<file path="src/hdl/fmvn_pkg.sv">
package fmvn_pkg;

    localparam int MaxFeatures    = 64;
    localparam int FeatIdxBits    = 6;
    localparam int FrameCountBits = 20;
    localparam int SumBits        = 36;
    localparam int SqBits         = 52;
    localparam int QueueDepth     = 4;
    localparam int QueuePtrBits   = 2;

    typedef enum logic [1:0] {
        MODE_ACCUM     = 2'd0,
        MODE_FINISH    = 2'd1,
        MODE_NORMALIZE = 2'd2,
        MODE_NONE      = 2'd3
    } mode_t;

    typedef enum logic [2:0] {
        ST_OK       = 3'd0,
        ST_NOFRAMES = 3'd1,
        ST_VARFLOOR = 3'd2,
        ST_SINGLE   = 3'd3,
        ST_SAT      = 3'd4
    } status_t;

    localparam logic [1:0] CFG_FEATURE_COUNT  = 2'd0;
    localparam logic [1:0] CFG_TARGET_MEAN    = 2'd1;
    localparam logic [1:0] CFG_TARGET_STD     = 2'd2;
    localparam logic [1:0] CFG_VARIANCE_FLOOR = 2'd3;

    // one classified item passed from front to back
    typedef struct packed {
        mode_t              mode;
        logic [5:0]         idx;
        logic signed [15:0] x;
    } cmd_t;

    typedef struct packed {
        logic push;
        logic pop;
        logic empty;
        logic full;
    } q_ctl_t;

    typedef enum logic [4:0] {
        B_IDLE,
        B_ACC_RD,
        B_ACC_WR,
        B_FIN_RD,
        B_FIN_MUL,
        B_FIN_SUB,
        B_FIN_VDIV,
        B_FIN_MDIV,
        B_FIN_RDIV,
        B_FIN_SQRT,
        B_FIN_WR,
        B_NRM_RD,
        B_NRM_M1,
        B_NRM_M2,
        B_NRM_M3,
        B_NRM_OUT,
        B_DONE
    } bstate_t;

endpackage

</file>
<file path="src/hdl/fmvn_front.sv">
module fmvn_front (
    input  logic                 clk,
    input  logic                 rst_n,
    input  logic                 start,
    output logic                 busy,
    input  logic [1:0]           mode,
    input  logic [5:0]           feature_index,
    input  logic signed [15:0]   sample_value,
    input  logic                 pop,
    output fmvn_pkg::cmd_t       head,
    output logic                 head_valid
);
    fmvn_pkg::cmd_t mem [fmvn_pkg::QueueDepth];
    logic [fmvn_pkg::QueuePtrBits-1:0] wr_reg, rd_reg;
    logic [fmvn_pkg::QueuePtrBits:0]   cnt_reg;
    fmvn_pkg::q_ctl_t ctl;
    fmvn_pkg::cmd_t   in_cmd;

    always_comb
    begin
        in_cmd.mode = fmvn_pkg::mode_t'(mode);
        in_cmd.idx  = feature_index;
        in_cmd.x    = sample_value;
        ctl.empty = (cnt_reg == '0);
        ctl.full  = (cnt_reg == (fmvn_pkg::QueuePtrBits+1)'(fmvn_pkg::QueueDepth));
        // mode three never enters the queue
        ctl.push  = start && !ctl.full && (in_cmd.mode != fmvn_pkg::MODE_NONE);
        ctl.pop   = pop && !ctl.empty;
    end

    assign busy       = ctl.full;
    assign head       = mem[rd_reg];
    assign head_valid = !ctl.empty;

    always_ff @(posedge clk)
    begin
        if (ctl.push)
        begin
            mem[wr_reg] <= in_cmd;
        end
    end

    always_ff @(posedge clk or negedge rst_n)
    begin
        if (!rst_n)
        begin
            wr_reg  <= '0;
            rd_reg  <= '0;
            cnt_reg <= '0;
        end
        else
        begin
            if (ctl.push) wr_reg <= wr_reg + 1'b1;
            if (ctl.pop)  rd_reg <= rd_reg + 1'b1;
            cnt_reg <= cnt_reg + (fmvn_pkg::QueuePtrBits+1)'(ctl.push)
                               - (fmvn_pkg::QueuePtrBits+1)'(ctl.pop);
        end
    end
endmodule

</file>
<file path="config.mk">
export PLATFORM = sky130hd
export DESIGN_NAME = fmvn_front
export DESIGN_NICKNAME = d
export VERILOG_FILES = /design/src/hdl/fmvn_pkg.sv /design/src/hdl/fmvn_front.sv
export SDC_FILE = /design/constraint.sdc
export NUM_CORES = 1
export LEC_CHECK = 0
export ABC_AREA = 0
export BUFFER_PORTS_ARGS = -buffer_cell sky130_fd_sc_hd__clkbuf_2
export CAP_MARGIN = 20
export CORE_MARGIN = 2
export CORE_UTILIZATION = 55
export CTS_BUF_LIST = sky130_fd_sc_hd__clkbuf_4
export DETAILED_ROUTE_END_ITERATION = 10
export GPL_TIMING_DRIVEN = 0
export PLACE_DENSITY = 0.78
export SLEW_MARGIN = 15
export SYNTH_ARGS = -nofsm -noshare
export SYNTH_HDL_FRONTEND = slang
export SYNTH_SLANG_ARGS = --single-unit
</file>
<file path="constraint.sdc">
create_clock -name clk -period 3.4 [get_ports clk]
set_clock_uncertainty 0.15 [all_clocks]
set_input_delay 0.34 -clock clk [delete_from_list [all_inputs] [get_ports clk]]
set_output_delay 0.34 -clock clk [all_outputs]
set_load 0.1 [all_outputs]
</file>
# Word-level counts from Yosys, hierarchy flattened
# Memory sizes are Yosys's and may differ from the RTL's.
# Index checks and enable logic that the tools add are counted.
# word_totals
regBits,7
ramBits,96
input_bits,28
wordCells,18
memories,1
# op_classes
addsub,4
eq_ne,2
n_mux,2
n_reduce_logical,6
# mem_list
name,words,width,rd,rd_ports_with_merged_regs,wr,line_no,source
mem,4,24,1,0,1,fmvn_front.sv:13,fmvn_pkg::cmd_t mem [fmvn_pkg::QueueDepth];
# ops
op,n
$add 2x1->2 const B,2
$add 3x1->3,1
$eq 3x3->1 const B,1
$logic_and 1x1->1,3
$logic_not 3->1,1
$sub 3x1->3,1
$logic_not 1->1,2
$mux 1,2
$ne 2x2->1 const B,1

# Longest topological paths before layout
# Gate-level depths: netlist of run 1.
# depth
ltp_word,6
mapped_depth,9

# Worst setup path before layout of run 1
# No wires, ideal clock.
# synth_path
kind,register to register
start,reg cnt_reg[1] (netlist bit)
end,reg cnt_reg[2] (netlist bit)
setup_ns,0.123
arrival_ns,2.498
t_required_ns,3.127
slack_ns,0.630
stages_incl_launch_ff,10
synth_period_minus_slack_ns,2.770
path_cell_list,dfrtp_1 nor3b_4 a211oi_4 inv_1 ha_1 inv_1 ha_1 fa_1 xnor2_1 xnor2_1
# synth_between
elab_chain_len,6
elab_cells_between_ends,9
# synth_rtl
element,line_no,source
"start, declared",fmvn_front.sv:15,logic [fmvn_pkg::QueuePtrBits:0] cnt_reg;
"start signal, assigned",fmvn_front.sv:55,cnt_reg <= cnt_reg + (fmvn_pkg::QueuePtrBits+1)'(ctl.push)
$eq 3x3->1,fmvn_front.sv:25,ctl.full = (cnt_reg == (fmvn_pkg::QueuePtrBits+1)'(fmvn_pkg::QueueDepth));
net busy,fmvn_front.sv:5,"output logic busy,"
$logic_not 1->1,fmvn_front.sv:27,ctl.push = start && !ctl.full && (in_cmd.mode != fmvn_pkg::MODE_NONE);
$logic_and 1x1->1 (2 in series),fmvn_front.sv:27,
$add 3x1->3,fmvn_front.sv:55,
$sub 3x1->3,fmvn_front.sv:56,- (fmvn_pkg::QueuePtrBits+1)'(ctl.pop);
# The timed path passes the listed nets, and every way through them passes these cells.
# A chain may end at the register's enable or synchronous reset.

==> results of run 1 <==
## layout make-up
cell class                      count  area, um^2
Clock inverter                      7       56.30
Clock buffer                        9       67.56
Sequential cell                   103        3058
Tap cell                           96       120.1
Buffer                              6       48.80
Fill cell                         468        2175
Multi-Input combinational cell     46       784.5
Timing Repair Buffer               76       495.5
Inverter                            7       26.28
## worst reg2reg max path, cell delays in order (launching register included)
cell and delay (ps):
dfrtp_1 440, nor3b_4 180, a211oi_4 360, inv_1 100
ha_1 290, inv_1 50, ha_1 180, fa_1 390
xnor2_1 190, xnor2_1 140
## cells by family after synthesis
group           count (synthesis)
flops                         103
mux                            25
buf+inv                        13
fa+ha+maj                       7
simple gates                    7
xor+xnor                        5
compound gates                  2
## metrics by stage
stage               setup WS (ps)  cell area, um^2  instances
floorplan                   629.6             3918        162
global placement            981.3             4303        311
detailed placement          920.4             4303        311
CTS                         778.4             4657        350
global route                707.9             4657        350
finish                      839.3             4657        350
## metal layers
metal / global-route usage [%] / part of all wire, % / wire length (um) / up-vias
met4: 7.025 / 1.8 / 110 / 0
li1: - / - / - / 839
met2: 28.02 / 52 / 3162 / 49
met1: 22.04 / 42 / 2568 / 927
met3: 3.545 / 3.8 / 232 / 11
met5: 0 / 0 / 0 / -
## worst min-delay path by stage
stage	start	endpoint	slack, ps
CTS	mode[1]	mem[3][23]	20
global placement	rst_n	cnt_reg[2]	40
detailed placement	rst_n	cnt_reg[2]	40
global route	mode[1]	mem[3][23]	10
floorplan	rst_n	cnt_reg[0]	-110
finish	mode[1]	mem[3][23]	40
## cell usage in the layout, fill, tap and decap left out
master          n
dlygate4sd3_1  23
xor2_1          1
buf_6           3
mux4_2         24
clkbuf_2       53
inv_8           1
ha_1            6
xnor2_1         4
nand2_1         1
clkinvlp_4      2
dfrtp_1         7
a211oi_4        1
mux2_4          1
fa_1            1
clkinv_4        2
or3_2           1
o31a_2          1
edfxtp_1       96
clkinv_1        1
clkbuf_4        9
and2_2          4
inv_1           7
buf_2           3
inv_6           1
nor3b_4         1
==> results.json, run 1 <==
{
  "outcome": "completed",
  "synth-seq-cells": 103,
  "cts.clk_slew.worst_paths_ps": 140,
  "critPathMaxStageDelay_ps": 530,
  "path_cells": "buf_6, buf_6, mux4_2, clkbuf_2",
  "synth_compound_area_share_pct": 0.7665,
  "dp_hpwl_um": 3751,
  "synthAdderAreaFrac_pct": 2.427,
  "ys_top_cells_by_count": "edfxtp_1 (96), mux4_2 (24), dfrtp_1 (7), inv_1 (7), ha_1 (6)",
  "fin_nets": 284,
  "drive_gt1_share_pct": 42.13,
  "drt-vias-per-instance": 5.217,
  "path_delay_family": "buffers and inverters",
  "maxCapViolations": 0,
  "cp-end-kind": "primary output",
  "crit_start": "rd_reg[0]",
  "hold_path.class": "input pin to flop",
  "ys.flop_type": "edfxtp_1",
  "synthArstFlopShare_pct": 6.796,
  "min_period_over_period_pct": 75.32,
  "dr.pass1.iters": 5,
  "synth_nets": 197,
  "timing.rr.end": "cnt_reg[2]",
  "avgRoutedWirePerCell_um": 17.35,
  "synth_xor_area_share_pct": 1.118,
  "slowest_stage": "mux4_2",
  "synth.avg_cell_area_um2": 24.18,
  "critPathBufInv": 3,
  "r2r_slack_ps": 860,
  "worstPathRequired_ps": 2910,
  "clk_latency_ps": 430,
  "cts-buffers-inserted": 9,
  "yosys-top-cells-area": "edfxtp_1 (74%), mux4_2 (14%), dfrtp_1 (4.5%)",
  "hold_buffers": 23,
  "route.detailed.drc": 0,
  "ant_nets": 0,
  "num_vias": 1826,
  "cts_setup_buffers": 0,
  "grt_usage_pct": 16.87,
  "drv_slew": 0,
  "clock_tree.buffer_depth": 2,
  "finalSetupViolations": 0,
  "ys_warn_count": 0,
  "holdWs_ps": 37.78,
  "design.core.area_um2": 6832,
  "worst-slew-pin-transition_ps": 665.4,
  "post_cts_resized": 0,
  "synth_top_area_share_pct": 73.59,
  "cts_htree_levels": 3,
  "cts_tree": "done",
  "globalRouteOverflowTotal": 0,
  "gp_congestion": 0.6489,
  "rsz0062_at_grt": "no",
  "synth_simple_gate_area_share_pct": 1.533,
  "max_freq_mhz": 390.5,
  "r2r_cells": 9,
  "start_kind": "flop",
  "cts.sink_count": 103,
  "routed_wl_um": 6074,
  "largest_reg_flops": 96,
  "first_global_vias": 1879,
  "cp_max_fo": 10,
  "diodes": 0,
  "synth_area_um2": 3918,
  "r2r-start": "cnt_reg[2]",
  "synth_top_family_by_area": "multiplexers",
  "synthCells": 162,
  "io_buffers": 53,
  "crit_cells": 4,
  "crit_top_cell": "buf_6",
  "placementRows": 30,
  "final_util_pct": 68.17,
  "cp.arrival_ps": 2070,
  "fp.dieH_um": 88.40,
  "io_pins": 54,
  "antenna_found_initial": 0,
  "yosysMostFrequentCell": "edfxtp_1",
  "hold_violations": 0,
  "worstSetupEndpoint": "head[6]",
  "ys_seq_area_share_pct": 78.06,
  "initial_core_util_pct": 57.34,
  "post-route-min-period_ps": 2561,
  "synth_mux_area_share_pct": 14.18,
  "grt_pass1_wl_um": 9432,
  "slew_headroom_pct": 55.64,
  "grt_max_degree": 25,
  "worstSetupPathType": "flop to primary output",
  "yosysTopAreaCell": "edfxtp_1",
  "die_w_um": 88.40,
  "dr.first_iter.drc_count": 179,
  "ys_types": 17,
  "synth_edf_count": 96,
  "dieArea_um2": 7814,
  "tns_ps": 0,
  "cts-root-buf": "clkbuf_4",
  "whs_path_depth": 1,
  "area_growth_pct": 18.88
}
Power of run 1 is not shown: default switching activity piles up to over one toggle a cycle in this logic, so the estimate is an artifact.
==> run 2, diff against run 1 <==
CORE_UTILIZATION = 53   (was 55)
clock period = 2.15 ns   (was 3.4 ns; I/O delays follow)
==> run 2 against run 1 <==
The run now ends with setup timing left. Cell count increased by 4.3%. Setup slack got worse by 920 ps. Cell area increased by 9.5%. Register-to-register slack got worse by 940 ps. Sequential share of layout area decreased by 5.7 points. Hold slack improved by 240 ps. Wire length increased by 14%. Global-route usage increased by 0.78 points.
==> results.json, run 2 (synthesis results as in run 1) <==
{
  "outcome": "complete, but fails checks",
  "violations": "setup timing",
  "clk_latency_ps": 430,
  "r2r_slack_ps": -80,
  "fin_ws_ps": -77.81,
  "dp_hpwl_um": 3799,
  "cp_max_fo": 4,
  "fp.dieH_um": 89.98,
  "cts.sink_count": 103,
  "placementRows": 31,
  "grt_pass1_wl_um": 10720,
  "dieArea_um2": 8096,
  "drt-vias-per-instance": 5.208,
  "drv_slew": 0,
  "tns_ps": -725.2,
  "ant_nets": 0,
  "worstSetupPathType": "flop to flop",
  "cts-root-buf": "clkbuf_4",
  "worstPathRequired_ps": 2320,
  "largest_reg_flops": 96,
  "hold_path.class": "input pin to flop",
  "area_growth_pct": 30.18,
  "fillCellCount": 474,
  "hold_violations": 0,
  "cts_htree_levels": 3,
  "worstSetupEndpoint": "cnt_reg[2]",
  "cts.clk_slew.worst_paths_ps": 130,
  "io_buffers": 53,
  "rsz0062_at_grt": "yes",
  "avgRoutedWirePerCell_um": 18.91,
  "cp-end-kind": "flop",
  "start_kind": "flop",
  "final_common_cell": "edfxtp_1",
  "num_vias": 1901,
  "hp-start": "start",
  "globalRouteOverflowTotal": 0,
  "crit_start": "cnt_reg[1]",
  "worst-slew-pin-transition_ps": 537.9,
  "holdWs_ps": 279.9,
  "initial_core_util_pct": 54.30,
  "max_freq_mhz": 448.9,
  "r2r_cells": 7,
  "antenna_found_initial": 0,
  "cts-buffers-inserted": 9,
  "io_pins": 54,
  "min_period_over_period_pct": 103.6,
  "clock_tree.buffer_depth": 2,
  "die_w_um": 89.98,
  "pre_cts_ws_ps": -243.7,
  "maxCapViolations": 0,
  "routed_wl_um": 6901,
  "cp.arrival_ps": 2400,
  "dr.pass1.iters": 4,
  "first_global_vias": 2101,
  "r2r-start": "cnt_reg[1]",
  "route.detailed.drc": 0,
  "design.core.area_um2": 7214,
  "fin_nets": 296,
  "timing.rr.end": "cnt_reg[2]",
  "grt_usage_pct": 17.65,
  "layout_common_cells": "edfxtp_1 (96), clkbuf_2 (28), dlygate4sd3_1 (27)",
  "dr.first_iter.drc_count": 162,
  "grt_max_degree": 25,
  "post-route-min-period_ps": 2228,
  "finalSetupViolations": 23,
  "cts_tree": "done",
  "diodes": 0,
  "gp_congestion": 0.6412,
  "drive_gt1_share_pct": 44.36,
  "slew_headroom_pct": 64.29
}
-- run 2: worst max-delay path, stage by stage, from the launching register on --
cell and delay, ps:
dfrtp_2 480, o31a_4 390, ha_1 280, inv_1 40, ha_2 170, fa_2 360
xnor2_2 150, xnor2_1 120
-- run 2: worst min path at each step --
| stage | to | cells after the start |
|---|---|---|
| 6_report | wr_reg[0] | 6 |
| 5_1_grt | wr_reg[0] | 6 |
| 4_1_cts | wr_reg[0] | 5 |
| 3_5_place_dp | cnt_reg[0] | 1 |
| 3_3_place_gp | cnt_reg[0] | 1 |
| 2_1_floorplan | cnt_reg[0] | 0 |
-- run 2: per-stage QoR --
| step | area, um^2 | instances | utilization, % |
|---|---|---|---|
| floorplan | 3923 | 162 | - |
| global placement | 4312 | 314 | 59.76 |
| detailed placement | 4312 | 314 | 59.76 |
| CTS | 4996 | 360 | 69.25 |
| global route | 5100 | 365 | 70.69 |
| finish | 5100 | 365 | 70.69 |
-- run 2: final cells by class --
cell class,count,area [um^2],share of cell area (%)
buffer,6,75.07,1.472
clock buffer,10,75.07,1.472
clock inverter,6,61.31,1.202
inverter,7,26.28,0.5152
multi-input combinational,46,809.5,15.87
sequential,103,3059,59.99
tap,99,123.9,2.429
timing repair buffer,88,869.6,17.05
-- run 2: routing by layer --
layer / share of wire (%) / vias up / GRT usage [%] / wire [um]
met2: 55 / 57 / 30.62 / 3771
met5: 0 / - / 0 / 0
met1: 40 / 979 / 22.45 / 2787
met3: 4.3 / 6 / 4.107 / 295
met4: 0.67 / 0 / 5.513 / 46
li1: - / 859 / - / -
-- run 2: timing repair --
action | in CTS | in global routing
pin swaps | 1 | 1
setup endpoints to repair | 123 | 26
cloned | 0 | 1
hold buffers | 27 | 0
resized for setup | 61 | 27
endpoints found under the hold margin | 105 | 0
setup buffers | 3 | 4
Power of run 2 is left out for the same reason.
==> run 3, diff against run 2 <==
SKIP_CTS_REPAIR_TIMING = 1   (was not set)
==> run 3 against run 2 <==
The run still ends with setup timing left. Non-clock buffer count is the same. Critical endpoint is now head[15]. Maximum frequency shrank 1.1%. Core utilization fell by 0.35 points. Cell count stayed put. Critical path type is now flop to primary output.
==> results.json, run 3 (synthesis results as in run 1) <==
{
  "avgRoutedWirePerCell_um": 18.97,
  "tns_ps": -1663,
  "first_global_vias": 1845,
  "min_period_over_period_pct": 104.8,
  "grt_max_degree": 25,
  "placementRows": 31,
  "cp_max_fo": 5,
  "drive_gt1_share_pct": 44.36,
  "crit_start": "rd_reg[0]",
  "worstPathRequired_ps": 1780,
  "critPathBufInv": 3,
  "dieArea_um2": 8096,
  "initial_core_util_pct": 54.30,
  "diodes": 0,
  "hold_path.class": "input pin to flop",
  "gp_congestion": 0.6412,
  "fp.dieH_um": 89.98,
  "cts-buffers-inserted": 9,
  "pre_cts_ws_ps": -243.7,
  "fin_ws_ps": -103.7,
  "ant_nets": 0,
  "worst-slew-pin-transition_ps": 544.4,
  "antenna_found_initial": 0,
  "rsz0062_at_grt": "yes",
  "io_buffers": 53,
  "instances_no_fill": 365,
  "fin_nets": 296,
  "violations": "setup timing",
  "clock_tree.buffer_depth": 2,
  "area_growth_pct": 29.54,
  "drt-vias-per-instance": 5.238,
  "dr.first_iter.drc_count": 104,
  "path_cells": "buf_12, buf_12, mux4_2, buf_12",
  "cts_htree_levels": 3,
  "cp-end-kind": "primary output",
  "clk_latency_ps": 430,
  "grt_usage_pct": 16.03,
  "layout_common_cells": "edfxtp_1 (96), clkbuf_2 (28), dlygate4sd3_1 (27)",
  "die_w_um": 89.98,
  "dp_hpwl_um": 3799,
  "num_vias": 1912,
  "post-route-min-period_ps": 2254,
  "routed_wl_um": 6925,
  "outcome": "complete, but fails checks",
  "finalSetupViolations": 24,
  "io_pins": 54,
  "placed_area_um2": 4312,
  "cp.arrival_ps": 1890,
  "final_common_cell": "edfxtp_1",
  "worstSetupPathType": "flop to primary output",
  "maxCapViolations": 0,
  "start_kind": "flop",
  "largest_reg_flops": 96,
  "hold_violations": 0,
  "cts_tree": "done",
  "globalRouteOverflowTotal": 0,
  "path_delay_family": "multiplexers",
  "final_cell_area_um2": 5075,
  "cts.clk_slew.worst_paths_ps": 140,
  "drv_slew": 0,
  "cts.sink_count": 103,
  "r2r-start": "cnt_reg[2]",
  "dr.pass1.iters": 6,
  "route.detailed.drc": 0,
  "hp-start": "mode[0]",
  "placed_cells": 314,
  "max_freq_mhz": 443.7,
  "grt_pass1_wl_um": 9687,
  "design.core.area_um2": 7214,
  "critPathMaxStageDelay_ps": 550,
  "crit_top_cell": "buf_12",
  "slew_headroom_pct": 63.86,
  "slowest_stage": "mux4_2",
  "cts-root-buf": "clkbuf_4"
}
-- run 3: cell types whose count changed in the layout (fill, tap and decap cells not counted) --
cell       change
o31a_4         -1
o31a_2         +1
buf_8         -20
buf_2          +1
clkbuf_16      +1
buf_4          -4
buf_6         +18
buf_12         +4
-- run 3: worst min-delay path, cell delays in order --
cell and delay, ps:
clkbuf_2 120, a211oi_4 60, buf_4 160, xnor2_1 120
-- run 3: path summary, 6_finish.rpt --
path	to	slack (ps)	cells past startpoint
min in group asynchronous	wr_reg[1]	570	3
max	head[15]	-100	4
min	wr_reg[0]	120	4
min reg2reg	wr_reg[1]	500	1
max in group asynchronous	rd_reg[0]	1010	3
max reg2reg	cnt_reg[2]	-90	8
-- run 3: layer usage --
layer	wire [um]	GRT usage, %	up-vias
met3	250	4.023	12
met2	3753	26.14	51
met4	95	5.385	0
met5	0	0	-
li1	-	-	862
met1	2825	21.60	987
-- run 3: cell type report --
class                   instances  area (um^2)
plain buffers                   6        83.83
clock buffers                  10        75.07
clock inverters                 6        61.31
fillers                       472         2140
inverters                       7        26.28
multi-input cells              46        802.0
flip-flops and latches        103         3059
well taps                      99        123.9
repair buffers                 88        843.3
-- run 3: per-stage QoR --
step / utilization (%) / hold slack (ps)
after global routing: 70.34 / 120.1
after global placement: 59.76 / -88.97
after detailed placement: 59.76 / -88.90
after floorplan: - / -230.6
final: 70.34 / 122.7
after CTS: 61.65 / -576.8
Power of run 3 is left out for the same reason.
